===== src/hdl/ppus_pkg.sv =====
// Shared types and constants for the packed pixel unpack and scale unit.
// Used by the controller, the datapath and the top level; depends on nothing.
`timescale 1ns / 1ps

package ppus_pkg;

  // Full-scale gray value of the output
  localparam logic [7:0] FullScale = 8'd255;

  // Restoring divider: one quotient bit per step over a 16-bit dividend
  localparam int DivSteps = 16;
  localparam int DivCntW  = $clog2(DivSteps);

  // Configuration register indexes
  typedef enum logic [1:0] {
    CFG_MAX_GRAY     = 2'd0,
    CFG_IMAGE_WIDTH  = 2'd1,
    CFG_IMAGE_HEIGHT = 2'd2
  } ppus_cfg_idx_t;

  // Commands from controller to datapath
  typedef struct packed {
    logic load_byte;  // shift a new byte into the bit buffer
    logic extract;    // take one code, update counters, seed the divider
    logic div_step;   // one restoring divide step
    logic load_out;   // move the scaled pixel into the output register
  } ppus_cmd_t;

  // Status from datapath to controller
  typedef struct packed {
    logic code_avail; // bit buffer holds a complete code
    logic div_last;   // the current divide step is the final one
    logic out_free;   // output register can take a pixel this cycle
    logic last;       // the pending pixel is the final one of its byte
  } ppus_sts_t;

  // Code width: leading-one position of max_gray plus one, at least one bit
  function automatic logic [3:0] bits_per_pixel(input logic [7:0] g);
    logic [3:0] n;
    n = 4'd1;
    for (int i = 1; i < 8; i++) begin
      if ((g >> i) != 8'd0) n = 4'(i + 1);
    end
    return n;
  endfunction

endpackage


===== src/hdl/packed_pixel_unpack_scale_unit.sv =====
// Top level of the packed pixel unpack and scale unit.
// Joins ppus_ctrl and ppus_dpath; depends on ppus_pkg.
`timescale 1ns / 1ps

// Unpacks a stream of bytes into pixel codes of bits_per_pixel(max_gray) bits,
// MSB first, and emits each as code*255/max_gray saturated to 8 bits, with
// row_end, image_end and last (final pixel of the current byte) flags. A byte
// is taken while idle and checked for a complete code in the next cycle; each pixel
// it yields goes through extraction, the one-bit-per-cycle restoring divider
// that all pixels share and the load of the output register, and waits as long
// as the output register stays stalled. The unit returns to idle with the load
// of the byte's last pixel; a byte that completes no code returns it to idle
// from the check. The output register holds the final pixel of a byte while
// the next byte is taken. There is no clearing pass after reset.
// Configuration registers are written through the cfg port (always ready) and
// must only change while the unit is idle.

module packed_pixel_unpack_scale_unit
  import ppus_pkg::*;
(
  input  logic        clk,
  input  logic        rst_n,
  // configuration
  input  logic        cfg_valid,
  output logic        cfg_ready,
  input  logic [1:0]  cfg_index,
  input  logic [15:0] cfg_data,
  // input bytes
  input  logic        in_valid,
  output logic        in_stall,
  input  logic [7:0]  in_packed_byte,
  // result pixels
  output logic        out_valid,
  input  logic        out_stall,
  output logic [7:0]  out_pixel,
  output logic        out_row_end,
  output logic        out_image_end,
  output logic        out_last
);

  ppus_cmd_t cmd;
  ppus_sts_t sts;

  assign cfg_ready = 1'b1;

  ppus_ctrl u_ctrl (
    .clk      (clk),
    .rst_n    (rst_n),
    .in_valid (in_valid),
    .in_stall (in_stall),
    .sts      (sts),
    .cmd      (cmd)
  );

  ppus_dpath u_dpath (
    .clk            (clk),
    .rst_n          (rst_n),
    .cfg_we         (cfg_valid && cfg_ready),
    .cfg_index      (cfg_index),
    .cfg_data       (cfg_data),
    .in_packed_byte (in_packed_byte),
    .cmd            (cmd),
    .sts            (sts),
    .out_valid      (out_valid),
    .out_stall      (out_stall),
    .out_pixel      (out_pixel),
    .out_row_end    (out_row_end),
    .out_image_end  (out_image_end),
    .out_last       (out_last)
  );

endmodule


===== src/hdl/ppus_ctrl.sv =====
// Sequencer of the packed pixel unpack and scale unit.
// Steps the datapath through byte load, code extraction, division and output.
// Depends on ppus_pkg.
`timescale 1ns / 1ps

module ppus_ctrl
  import ppus_pkg::*;
(
  input  logic      clk,
  input  logic      rst_n,
  input  logic      in_valid,
  output logic      in_stall,
  input  ppus_sts_t sts,
  output ppus_cmd_t cmd
);

  typedef enum logic [1:0] {
    ST_IDLE,
    ST_CHECK,
    ST_DIV,
    ST_WAIT
  } state_t;

  state_t state_r, state_nxt;

  // Take a byte only between bytes
  assign in_stall = (state_r != ST_IDLE);

  // Next state and commands
  always_comb begin
    state_nxt = state_r;
    cmd       = '0;
    case (state_r)
      ST_IDLE: begin
        if (in_valid) begin
          cmd.load_byte = 1'b1;
          state_nxt     = ST_CHECK;
        end
      end
      ST_CHECK: begin
        if (sts.code_avail) begin
          cmd.extract = 1'b1;
          state_nxt   = ST_DIV;
        end else begin
          state_nxt = ST_IDLE;
        end
      end
      ST_DIV: begin
        cmd.div_step = 1'b1;
        if (sts.div_last) state_nxt = ST_WAIT;
      end
      ST_WAIT: begin
        if (sts.out_free) begin
          cmd.load_out = 1'b1;
          state_nxt    = sts.last ? ST_IDLE : ST_CHECK;
        end
      end
      default: state_nxt = ST_IDLE;
    endcase
  end

  // Hold state
  always_ff @(posedge clk) begin
    if (!rst_n) begin
      state_r <= ST_IDLE;
    end else begin
      state_r <= state_nxt;
    end
  end

endmodule


===== src/hdl/ppus_dpath.sv =====
// Datapath of the packed pixel unpack and scale unit: configuration registers,
// bit buffer, row and image counters, serial divider and output register.
// Depends on ppus_pkg; driven by ppus_ctrl.
`timescale 1ns / 1ps

module ppus_dpath
  import ppus_pkg::*;
(
  input  logic        clk,
  input  logic        rst_n,
  // configuration writes
  input  logic        cfg_we,
  input  logic [1:0]  cfg_index,
  input  logic [15:0] cfg_data,
  // input byte
  input  logic [7:0]  in_packed_byte,
  // controller link
  input  ppus_cmd_t   cmd,
  output ppus_sts_t   sts,
  // result channel
  output logic        out_valid,
  input  logic        out_stall,
  output logic [7:0]  out_pixel,
  output logic        out_row_end,
  output logic        out_image_end,
  output logic        out_last
);

  // Configuration
  logic [7:0]  max_gray_r;
  logic [15:0] width_r;
  logic [15:0] height_r;
  logic [31:0] total;

  // Stream and position state
  logic [14:0] buf_r, buf_nxt;
  logic [3:0]  cnt_r, cnt_nxt;
  logic [31:0] pix_done_r, pix_done_nxt;
  logic [15:0] col_r, col_nxt;
  logic [2:0]  n_r, n_nxt;

  // Pending pixel flags
  logic row_end_r, img_end_r, last_r;

  // Divider
  logic [7:0]         rem_r;
  logic [15:0]        dvd_r;
  logic [DivCntW-1:0] step_r;

  // Output register
  logic       out_valid_r;
  logic [7:0] out_pixel_r;
  logic       out_row_end_r, out_image_end_r, out_last_r;

  // Extraction terms
  logic [3:0]  bpp;
  logic [3:0]  rest;
  logic [14:0] shifted;
  logic [7:0]  code_mask;
  logic [7:0]  code;
  logic [14:0] keep_mask;
  logic [16:0] col_inc;
  logic [31:0] pix_inc;
  logic        row_end_w, img_end_w, last_w;

  // Divide step terms
  logic [8:0]  trial;
  logic        ge;
  logic [7:0]  scaled;

  // Pixels per image, modulo 2^32
  assign total     = 32'(width_r) * 32'(height_r);

  assign bpp       = bits_per_pixel(max_gray_r);
  assign rest      = cnt_r - bpp;
  assign shifted   = buf_r >> rest;
  assign code_mask = 8'((9'd1 << bpp) - 9'd1);
  assign code      = shifted[7:0] & code_mask;
  assign keep_mask = 15'((16'd1 << rest) - 16'd1);
  assign col_inc   = {1'b0, col_r} + 17'd1;
  assign pix_inc   = pix_done_r + 32'd1;
  assign row_end_w = (col_inc == {1'b0, width_r});
  assign img_end_w = (pix_inc == total);
  // no more codes from this byte: image done, result limit hit or bits run out
  assign last_w    = img_end_w || (n_r == 3'd7) || (rest < bpp);

  assign trial  = {rem_r, dvd_r[15]};
  assign ge     = (trial >= {1'b0, max_gray_r});

  // Saturate above full scale; zero max_gray gives black
  always_comb begin
    if (max_gray_r == 8'd0)        scaled = 8'd0;
    else if (dvd_r[15:8] != 8'd0)  scaled = FullScale;
    else                           scaled = dvd_r[7:0];
  end

  // Status
  assign sts.code_avail = (cnt_r >= bpp);
  assign sts.div_last   = (step_r == DivCntW'(DivSteps - 1));
  assign sts.out_free   = !out_valid_r || !out_stall;
  assign sts.last       = last_r;

  // Configuration registers
  always_ff @(posedge clk) begin
    if (!rst_n) begin
      max_gray_r <= 8'd255;
      width_r    <= 16'd640;
      height_r   <= 16'd480;
    end else begin
      if (cfg_we) begin
        case (cfg_index)
          CFG_MAX_GRAY:     max_gray_r <= cfg_data[7:0];
          CFG_IMAGE_WIDTH:  width_r    <= cfg_data;
          CFG_IMAGE_HEIGHT: height_r   <= cfg_data;
          default: ;
        endcase
      end
    end
  end

  // Next stream state
  always_comb begin
    buf_nxt      = buf_r;
    cnt_nxt      = cnt_r;
    pix_done_nxt = pix_done_r;
    col_nxt      = col_r;
    n_nxt        = n_r;
    if (cmd.load_byte) begin
      buf_nxt = {buf_r[6:0], in_packed_byte};
      cnt_nxt = (cnt_r >= 4'd7) ? 4'd15 : cnt_r + 4'd8;
      n_nxt   = 3'd0;
    end else if (cmd.extract) begin
      n_nxt = n_r + 3'd1;
      if (img_end_w) begin
        // drop padding and restart for the next image
        buf_nxt      = '0;
        cnt_nxt      = '0;
        pix_done_nxt = '0;
        col_nxt      = '0;
      end else begin
        buf_nxt      = buf_r & keep_mask;
        cnt_nxt      = rest;
        pix_done_nxt = pix_inc;
        col_nxt      = row_end_w ? 16'd0 : col_inc[15:0];
      end
    end
  end

  always_ff @(posedge clk) begin
    if (!rst_n) begin
      buf_r      <= '0;
      cnt_r      <= '0;
      pix_done_r <= '0;
      col_r      <= '0;
      n_r        <= '0;
    end else begin
      buf_r      <= buf_nxt;
      cnt_r      <= cnt_nxt;
      pix_done_r <= pix_done_nxt;
      col_r      <= col_nxt;
      n_r        <= n_nxt;
    end
  end

  // Pending pixel flags and divider; payload needs no reset
  always_ff @(posedge clk) begin
    if (cmd.extract) begin
      row_end_r <= row_end_w;
      img_end_r <= img_end_w;
      last_r    <= last_w;
      // dividend code*255 as code*256 - code
      dvd_r     <= {code, 8'd0} - {8'd0, code};
      rem_r     <= 8'd0;
      step_r    <= '0;
    end else if (cmd.div_step) begin
      dvd_r  <= {dvd_r[14:0], ge};
      rem_r  <= ge ? 8'(trial - {1'b0, max_gray_r}) : trial[7:0];
      step_r <= step_r + DivCntW'(1);
    end
  end

  // Output register: load a pixel, drop valid after the transfer
  always_ff @(posedge clk) begin
    if (!rst_n) begin
      out_valid_r <= 1'b0;
    end else if (cmd.load_out) begin
      out_valid_r <= 1'b1;
    end else if (!out_stall) begin
      out_valid_r <= 1'b0;
    end
  end

  always_ff @(posedge clk) begin
    if (cmd.load_out) begin
      out_pixel_r     <= scaled;
      out_row_end_r   <= row_end_r;
      out_image_end_r <= img_end_r;
      out_last_r      <= last_r;
    end
  end

  assign out_valid     = out_valid_r;
  assign out_pixel     = out_pixel_r;
  assign out_row_end   = out_row_end_r;
  assign out_image_end = out_image_end_r;
  assign out_last      = out_last_r;

endmodule


===== config.mk =====
export PLATFORM = sky130hd
export DESIGN_NAME = packed_pixel_unpack_scale_unit
export DESIGN_NICKNAME = d
export VERILOG_FILES = /design/src/hdl/ppus_pkg.sv /design/src/hdl/packed_pixel_unpack_scale_unit.sv /design/src/hdl/ppus_ctrl.sv /design/src/hdl/ppus_dpath.sv
export SDC_FILE = /design/constraint.sdc
export NUM_CORES = 1
export LEC_CHECK = 0
export ABC_AREA = 1
export BUFFER_PORTS_ARGS = -buffer_cell sky130_fd_sc_hd__clkbuf_2
export CORE_MARGIN = 4
export CORE_UTILIZATION = 55
export DETAILED_ROUTE_END_ITERATION = 10
export PLACE_DENSITY = 0.69
export SKIP_CTS_REPAIR_TIMING = 1
export SYNTH_ARGS = -nofsm -noshare
export SYNTH_HDL_FRONTEND = slang
export SYNTH_HIERARCHICAL = 1
export SYNTH_SLANG_ARGS = --single-unit

===== constraint.sdc =====
create_clock -name clk -period 12.5 [get_ports clk]
set_input_delay 1.25 -clock clk [delete_from_list [all_inputs] [get_ports clk]]
set_output_delay 1.25 -clock clk [all_outputs]
set_load 0.05 [all_outputs]

==> results of run 1 <==
## synthesized netlist by cell type, drive strengths merged, types with 3 or more instances
master | number | share of area (%)
ha | 128 | 8.0
o21ai | 84 | 2.1
nand3b | 6 | 0.23
a22oi | 14 | 0.53
edfxtp | 30 | 4.5
nand2 | 921 | 17
fa | 196 | 20
or2 | 6 | 0.19
buf | 30 | 1.0
a31oi | 5 | 0.16
dfxtp | 125 | 13
o211ai | 17 | 0.64
xor2 | 28 | 1.3
a21o | 5 | 0.19
o21bai | 5 | 0.21
a21oi | 153 | 4.4
clkbuf | 95 | 1.8
xnor2 | 13 | 0.57
nor2 | 208 | 4.1
nand4 | 38 | 1.2
inv | 569 | 11
nor4 | 5 | 0.16
o22ai | 10 | 0.31
nor3 | 30 | 0.78
and3 | 3 | 0.094
and2 | 3 | 0.094
nand3 | 221 | 6.5
clkinv | 9 | 0.17
## registers in the layout, indices dropped and copies added (netlist names), named ones only
signal and count:
u_dpath/col_r 16, u_ctrl/state_r 1, u_dpath/buf_r 15, u_dpath/out_image_end 1, u_dpath/pix_done_r 32, u_dpath/out_pixel 8
u_dpath/dvd_r 16, u_dpath/last_r 1, u_dpath/rem_r 8, u_dpath/out_row_end 1, u_dpath/cnt_r 4, u_dpath/step_r 4
u_dpath/width_r 16, u_dpath/height_r 16, u_dpath/max_gray_r 8, u_dpath/row_end_r 1, u_dpath/out_valid 1, u_dpath/out_last 1
u_dpath/n_r 3, u_dpath/img_end_r 1
## metal layers
metal	vias up	GRT usage, %	part of all wire [%]
met5	-	0	0
met4	0	8.764	2.6
met3	91	5.657	8.7
met2	703	44.50	44
met1	8772	43.01	45
li1	9036	-	-
## through the flow
step	cells	hold WS, ns
5_1_grt	3394	0.4500
3_5_place_dp	3362	0.4134
2_1_floorplan	2968	0.4003
4_1_cts	3394	0.4282
3_3_place_gp	3362	0.4082
6_report	3394	0.4262
## cell families after synthesis
family	after synthesis	share of synthesized area [%]
other	2	0.03760
AOI/OAI and AO/OA	298	8.727
muxes	2	0.1002
and+or+nand+nor	1442	30.83
buffers and inverters	703	13.65
DFF	155	17.04
adders and majority gates	324	27.67
xor gates and xnor gates	42	1.948
## worst register-to-register path, delay by kind of cell (launching register included)
kind,cells,cell delay [ns]
adder cells (fa/ha/maj),7,3.56
AND/OR/NAND/NOR,15,1.87
buffers and inverters,5,0.78
flip-flops,1,0.99
AO/OA/AOI/OAI,1,0.19
## layout make-up
cell class	count	area, µm²
multi-input combinational	2110	13850
fill	3502	14770
tap	461	576.8
clock buffer	19	442.9
timing repair buffer	58	327.8
clock inverter	13	120.1
inverter	578	2170
sequential	155	3403
## cells in the final DEF, fill, tap and decap left out, types with 4 or more instances in the layout
| cell | count |
|---|---|
| nand2_1 | 913 |
| a21oi_1 | 123 |
| nor2_2 | 5 |
| inv_2 | 15 |
| or2_2 | 4 |
| nand3b_1 | 6 |
| clkbuf_2 | 43 |
| xor2_1 | 27 |
| o21bai_1 | 4 |
| a31oi_1 | 5 |
| o21ai_0 | 76 |
| o211ai_1 | 17 |
| clkinv_1 | 9 |
| inv_1 | 554 |
| ha_1 | 128 |
| nor2_4 | 5 |
| buf_4 | 15 |
| clkbuf_16 | 17 |
| nand3_1 | 185 |
| a21oi_2 | 30 |
| edfxtp_1 | 30 |
| a22oi_1 | 14 |
| nand3_2 | 35 |
| nand4_1 | 37 |
| nor3_1 | 29 |
| clkinv_2 | 4 |
| nor4_1 | 5 |
| xnor2_1 | 13 |
| fa_1 | 196 |
| clkinv_4 | 4 |
| o22ai_1 | 10 |
| o21ai_1 | 8 |
| nand2_2 | 8 |
| a21o_1 | 5 |
| dfxtp_1 | 125 |
| nor2_1 | 198 |
## power by group through the flow
| stage | logic, W | registers, W | clock network, W |
|---|---|---|---|
| 5_1_grt | 0.00125 | 0.000609 | 0.000538 |
| 3_5_place_dp | 0.00108 | 0.000614 | 0 |
| 2_1_floorplan | 0.000831 | 0.000580 | 0 |
| 4_1_cts | 0.00109 | 0.000603 | 0.000519 |
| 6_report | 0.00110 | 0.000605 | 0.000509 |
| 3_3_place_gp | 0.00107 | 0.000612 | 0 |
## worst paths after layout
| check | end | slack, ns | cells after the start |
|---|---|---|---|
| max | u_dpath/col_r[7]$_SDFFE_PN0P_ | 5.04 | 28 |
| min | u_dpath/out_image_end$_DFFE_PP_ | 0.43 | 0 |
| max reg2reg | u_dpath/col_r[7]$_SDFFE_PN0P_ | 5.04 | 28 |
| min reg2reg | u_dpath/out_image_end$_DFFE_PP_ | 0.43 | 0 |
==> summary.txt, run 1 <==
Routing
  • Vias after detailed routing: 18.60k
  • WL/cell: 16.78 µm
  • First drt pass iteration count: 6
  • Via/cell ratio: 5.481
  • Iter 0 DRT Violations: 1670
  • DRC errors left: 0
  • Detailed Route WL: 56950 µm
  • Detail Route Antenna Nets: 0

CTS
  • Cts bufs inserted: 17
  • CTS tree: yes
  • H-tree Lvls: 4
  • Sink Count: 155
  • Skew-Pair Late Insertion Delay: 0.45 ns
  • Root Buffer: clkbuf_16
  • Largest buffer count on any clock path: 2
  • Clock transition at the registers of the reported paths: 0.06 ns

Timing
  • Clk_skew: 0.01806 ns
  • Period utilization: 59.72%
  • Worst-margin pin slew: 1.058 ns
  • Relative slew margins: 29.38%
  • Setup-failing EPs final: 0
  • Fin crit period: 7.465 ns
  • Fin Setup TNS: 0 ns
  • Worst setup margin: 5.035 ns
  • Final Hold Viols: 0
  • RSZ-0062 raised after global routing: no
  • Max Fclk: 134.0 MHz
  • Final slew viol count: 0

Synth
  • Cell area after synthesis: 19970 µm²
  • Seq cells post-synth: 155
  • Mapped Cells: 2968
  • FFs w/ async S/R, synth: 0%
  • Yosys synthesis warning count: 6
  • Synthesized Nets: 3323
  • Main synth FF type: dfxtp_1
  • Number of flops mapped to enable cells by yosys: 30
  • Seq/Total Area, Yosys: 17.04%
  • Cell variety after synth: 52
  • Mean Syn Cell Area: 6.729 µm²

Placement
  • Hpwl dp: 44010 µm
  • Placed Area: 20330 µm²
  • IO Port Bufs: 43
  • Pre-CTS setup slack: 5.146 ns
  • Gpl congestion: 0.9645

Run
  • Max_cap viols: 0

Power and ir drop
  • Switching Share: 45.78%
  • Worst VDD drop: 0.1098 mV
  • Comb power frac: 49.7%
  • Clk pwr share: 23.0%
  • Tot Pwr: 0.002213 W
  • P_leak: 10.47 nW
  • Internal Power: 0.001200 W
  • Power Dens Cells: 105.9 nW/µm²
  • Portion of total power attributed to sequential cells: 27.3%
  • NetSw: 0.001013 W

Setup path
  • R2r startpoint: u_dpath/width_r[10]$_SDFFE_PN0P_
  • Kind of critical path: flip-flop to flip-flop
  • Largest stage delay on the critical path: 0.99 ns
  • Crit-path most repeated cell: nand2_1
  • Slowest stage cell, crit path: dfxtp_1
  • CP Data Arrival Time: 7.82 ns
  • WP buf/inv: 5
  • Worst Setup SP: u_dpath/width_r[10]$_SDFFE_PN0P_
  • CP Capture Type: flip-flop
  • CP required: 12.85 ns
  • Worst-path maximum fanout: 47
  • CP top delay family: adder cells
  • Startpoint type of the worst setup path: flip-flop

Floorplan
  • Row cnt: 69
  • Initial Util: 56.01%
  • Die X: 198.6 µm
  • Core ar.: 35660 µm²
  • Die area: 39420 µm²
  • Die height: 198.6 µm
  • I/O pin count: 45

GRT
  • Initial antenna violation count: 0
  • Number of global-route vias before repair: 17.78k
  • Global-route usage over all layers: 29.40%
  • Largest net degree at the start of global routing: 65
  • First-pass GRT wire length: 92680 µm
  • Gr ovfl total: 0

Hold path
  • Hold_sp: u_dpath/img_end_r$_DFFE_PP_
  • Hold WC Path Type: flip-flop to flip-flop

Layout
  • Antenna diode count: 0
  • Share of layout cells above drive strength 1: 6.717%
  • Final net count: 3275
  • Synthesis-to-finish area growth: 4.598%
  • Post-route cell area: 20890 µm²
  • Core Util, Final: 58.59%

Run status
  • Status: complete, no violations
No activity file was read; power rests on OpenSTA's default activity.
==> run 2: changes to the inputs <==
Clock period 12.5 ns to 7.6 ns, I/O delays scaled along.
==> summary.txt, run 2 (synthesis gave the netlist of run 1 again) <==
GRT
  • Number of global-route vias before repair: 17.66k (was 17.78k)
  • Largest net degree at the start of global routing: 68 (was 65)
  • First-pass GRT wire length: 91320 µm (was 92680 µm)
  • Global-route usage over all layers: 28.88% (was 29.40%)
  • Initial antenna violation count: 0 (unchanged)
  • Gr ovfl total: 0 (unchanged)

CTS
  • CTS tree: yes (unchanged)
  • H-tree Lvls: 4 (unchanged)
  • Sink Count: 155 (unchanged)
  • Skew-Pair Late Insertion Delay: 0.46 ns (was 0.45 ns)
  • Largest buffer count on any clock path: 2 (unchanged)
  • Cts bufs inserted: 17 (unchanged)
  • Root Buffer: clkbuf_16 (unchanged)
  • Clock transition at the registers of the reported paths: 0.07 ns (was 0.06 ns)

Layout
  • Layout Cells excl Fill: 3423 (was 3394)
  • Most common cell after layout, fill and taps aside: nand2_1 (unchanged)
  • Post-route cell area: 21130 µm² (was 20890 µm²)
  • FF/Latch Area: 3417 µm² (was 3403 µm²)
  • Synthesis-to-finish area growth: 5.807% (was 4.598%)
  • Fillers: 3496 (was 3502)
  • Final net count: 3304 (was 3275)
  • Share of layout cells above drive strength 1: 8.035% (was 6.717%)
  • Antenna diode count: 0 (unchanged)
  • Max FFs per register: 32 (unchanged)
  • Area of the multi-input gates: 13850 µm² (unchanged)
  • Largest reg by FF count: u_dpath/pix_done_r (unchanged)
  • Most frequent cells in the layout: nand2_1 (913), inv_1 (554), nor2_1 (198) (unchanged)

Setup path
  • CP required: 7.90 ns (was 12.85 ns)
  • Worst Setup SP: u_dpath/height_r[9]$_SDFFE_PN0P_ (was u_dpath/width_r[10]$_SDFFE_PN0P_)
  • Kind of critical path: flip-flop to flip-flop (unchanged)
  • Reg2reg setup slack: 0.44 ns (was 5.04 ns)
  • Worst-path maximum fanout: 18 (was 47)
  • CP Capture Type: flip-flop (unchanged)
  • CP Data Arrival Time: 7.46 ns (was 7.82 ns)
  • Worst Setup EP: u_dpath/pix_done_r[12]$_SDFFE_PN0P_ (was u_dpath/col_r[7]$_SDFFE_PN0P_)
  • WP buf/inv: 4 (was 5)
  • Slowest stage cell, crit path: dfxtp_1 (unchanged)
  • Worst R2R End: u_dpath/pix_done_r[12]$_SDFFE_PN0P_ (was u_dpath/col_r[7]$_SDFFE_PN0P_)
  • Startpoint type of the worst setup path: flip-flop (unchanged)
  • Crit-path most repeated cell: nand2_1 (unchanged)
  • R2R depth: 28 (unchanged)
  • CP top delay family: adder cells (unchanged)
  • R2r startpoint: u_dpath/height_r[9]$_SDFFE_PN0P_ (was u_dpath/width_r[10]$_SDFFE_PN0P_)
  • Number of cells on the critical path: 28 (unchanged)
  • Largest stage delay on the critical path: 0.62 ns (was 0.99 ns)

Timing
  • Worst-margin pin slew: 1.168 ns (was 1.058 ns)
  • Max Fclk: 139.7 MHz (was 134.0 MHz)
  • Fin crit period: 7.159 ns (was 7.465 ns)
  • Worst Hold Slack: 0.4219 ns (was 0.4262 ns)
  • Final Hold Viols: 0 (unchanged)
  • RSZ-0062 raised after global routing: no (unchanged)
  • Period utilization: 94.20% (was 59.72%)
  • Setup-failing EPs final: 0 (unchanged)
  • Final slew viol count: 0 (unchanged)
  • Relative slew margins: 21.88% (was 29.38%)
  • Fin Setup TNS: 0 ns (unchanged)
  • Clk_skew: 0.008279 ns (was 0.01806 ns)

Hold path
  • Hold_sp: u_dpath/row_end_r$_DFFE_PP_ (was u_dpath/img_end_r$_DFFE_PP_)
  • Hold WC Path Type: flip-flop to flip-flop (unchanged)

Floorplan
  • Die area: 39420 µm² (unchanged)
  • Die height: 198.6 µm (unchanged)
  • Row cnt: 69 (unchanged)
  • Core ar.: 35660 µm² (unchanged)
  • Die X: 198.6 µm (unchanged)
  • I/O pin count: 45 (unchanged)
  • Initial Util: 56.01% (unchanged)

Routing
  • WL/cell: 16.29 µm (was 16.78 µm)
  • Iter 0 DRT Violations: 1517 (was 1670)
  • DRC errors left: 0 (unchanged)
  • Via/cell ratio: 5.395 (was 5.481)
  • Vias after detailed routing: 18.47k (was 18.60k)
  • First drt pass iteration count: 8 (was 6)
  • Detail Route Antenna Nets: 0 (unchanged)
  • Detailed Route WL: 55770 µm (was 56950 µm)

Placement
  • Inst Count DP: 3391 (was 3362)
  • Hpwl dp: 44800 µm (was 44010 µm)
  • Gpl congestion: 0.9521 (was 0.9645)
  • IO Port Bufs: 43 (unchanged)
  • Placed Area: 20540 µm² (was 20330 µm²)

Power and ir drop
  • P_leak: 10.63 nW (was 10.47 nW)
  • Power Dens Cells: 173.0 nW/µm² (was 105.9 nW/µm²)
  • Tot Pwr: 0.003655 W (was 0.002213 W)
  • Worst VDD drop: 0.1648 mV (was 0.1098 mV)

Run status
  • Status: complete, no violations (unchanged)

Run
  • Max_cap viols: 0 (unchanged)
[run 2: area by class of cell]
type | count | area share [%]
clock inverters | 14 | 0.6335
well taps | 461 | 2.730
inverters | 578 | 10.27
multi-input cells | 2110 | 65.54
clock buffers | 18 | 2.078
repair buffers | 87 | 2.582
flip-flops and latches | 155 | 16.17
[run 2: worst register-to-register path: cells and delay by family (launching register included)]
family / cells / cell delay, ns
and+or+nand+nor: 16 / 2.01
buffers and inverters: 4 / 0.80
adders and majority gates: 7 / 3.52
AOI/OAI and AO/OA: 1 / 0.06
DFF: 1 / 0.62
[run 2: metal layers]
| metal | vias up | routed length [µm] | track usage [%] |
|---|---|---|---|
| met4 | 0 | 986 | 6.535 |
| met5 | - | 0 | 0 |
| met3 | 60 | 4342 | 6.013 |
| met1 | 8682 | 25870 | 42.72 |
| met2 | 625 | 24570 | 43.90 |
| li1 | 9099 | - | - |
[run 2: worst min path at each step]
stage                                           end  slack, ns  depth (start not counted)
CTS                   u_dpath/out_row_end$_DFFE_PP_       0.42                          0
finish                u_dpath/out_row_end$_DFFE_PP_       0.42                          0
detailed placement    u_dpath/out_row_end$_DFFE_PP_       0.41                          0
floorplan           u_dpath/out_image_end$_DFFE_PP_       0.40                          0
global placement      u_dpath/out_row_end$_DFFE_PP_       0.41                          0
global route          u_dpath/out_row_end$_DFFE_PP_       0.45                          0
[run 2: power by group]
group | switching [W] | total [W] | internal, W
clock network | 0.000384 | 0.000849 | 0.000465
registers | 0.0000648 | 0.000971 | 0.000906
logic | 0.00122 | 0.00184 | 0.000614
[run 2: stage by stage]
| stage | setup slack, ns | util, % |
|---|---|---|
| final | 0.4405 | 59.27 |
| after CTS | 0.2932 | 59.23 |
| after global routing | 0.00006839 | 59.27 |
| after detailed placement | 0.3238 | 57.62 |
| after global placement | 0.4246 | 57.62 |
| after floorplan | 1.357 | - |
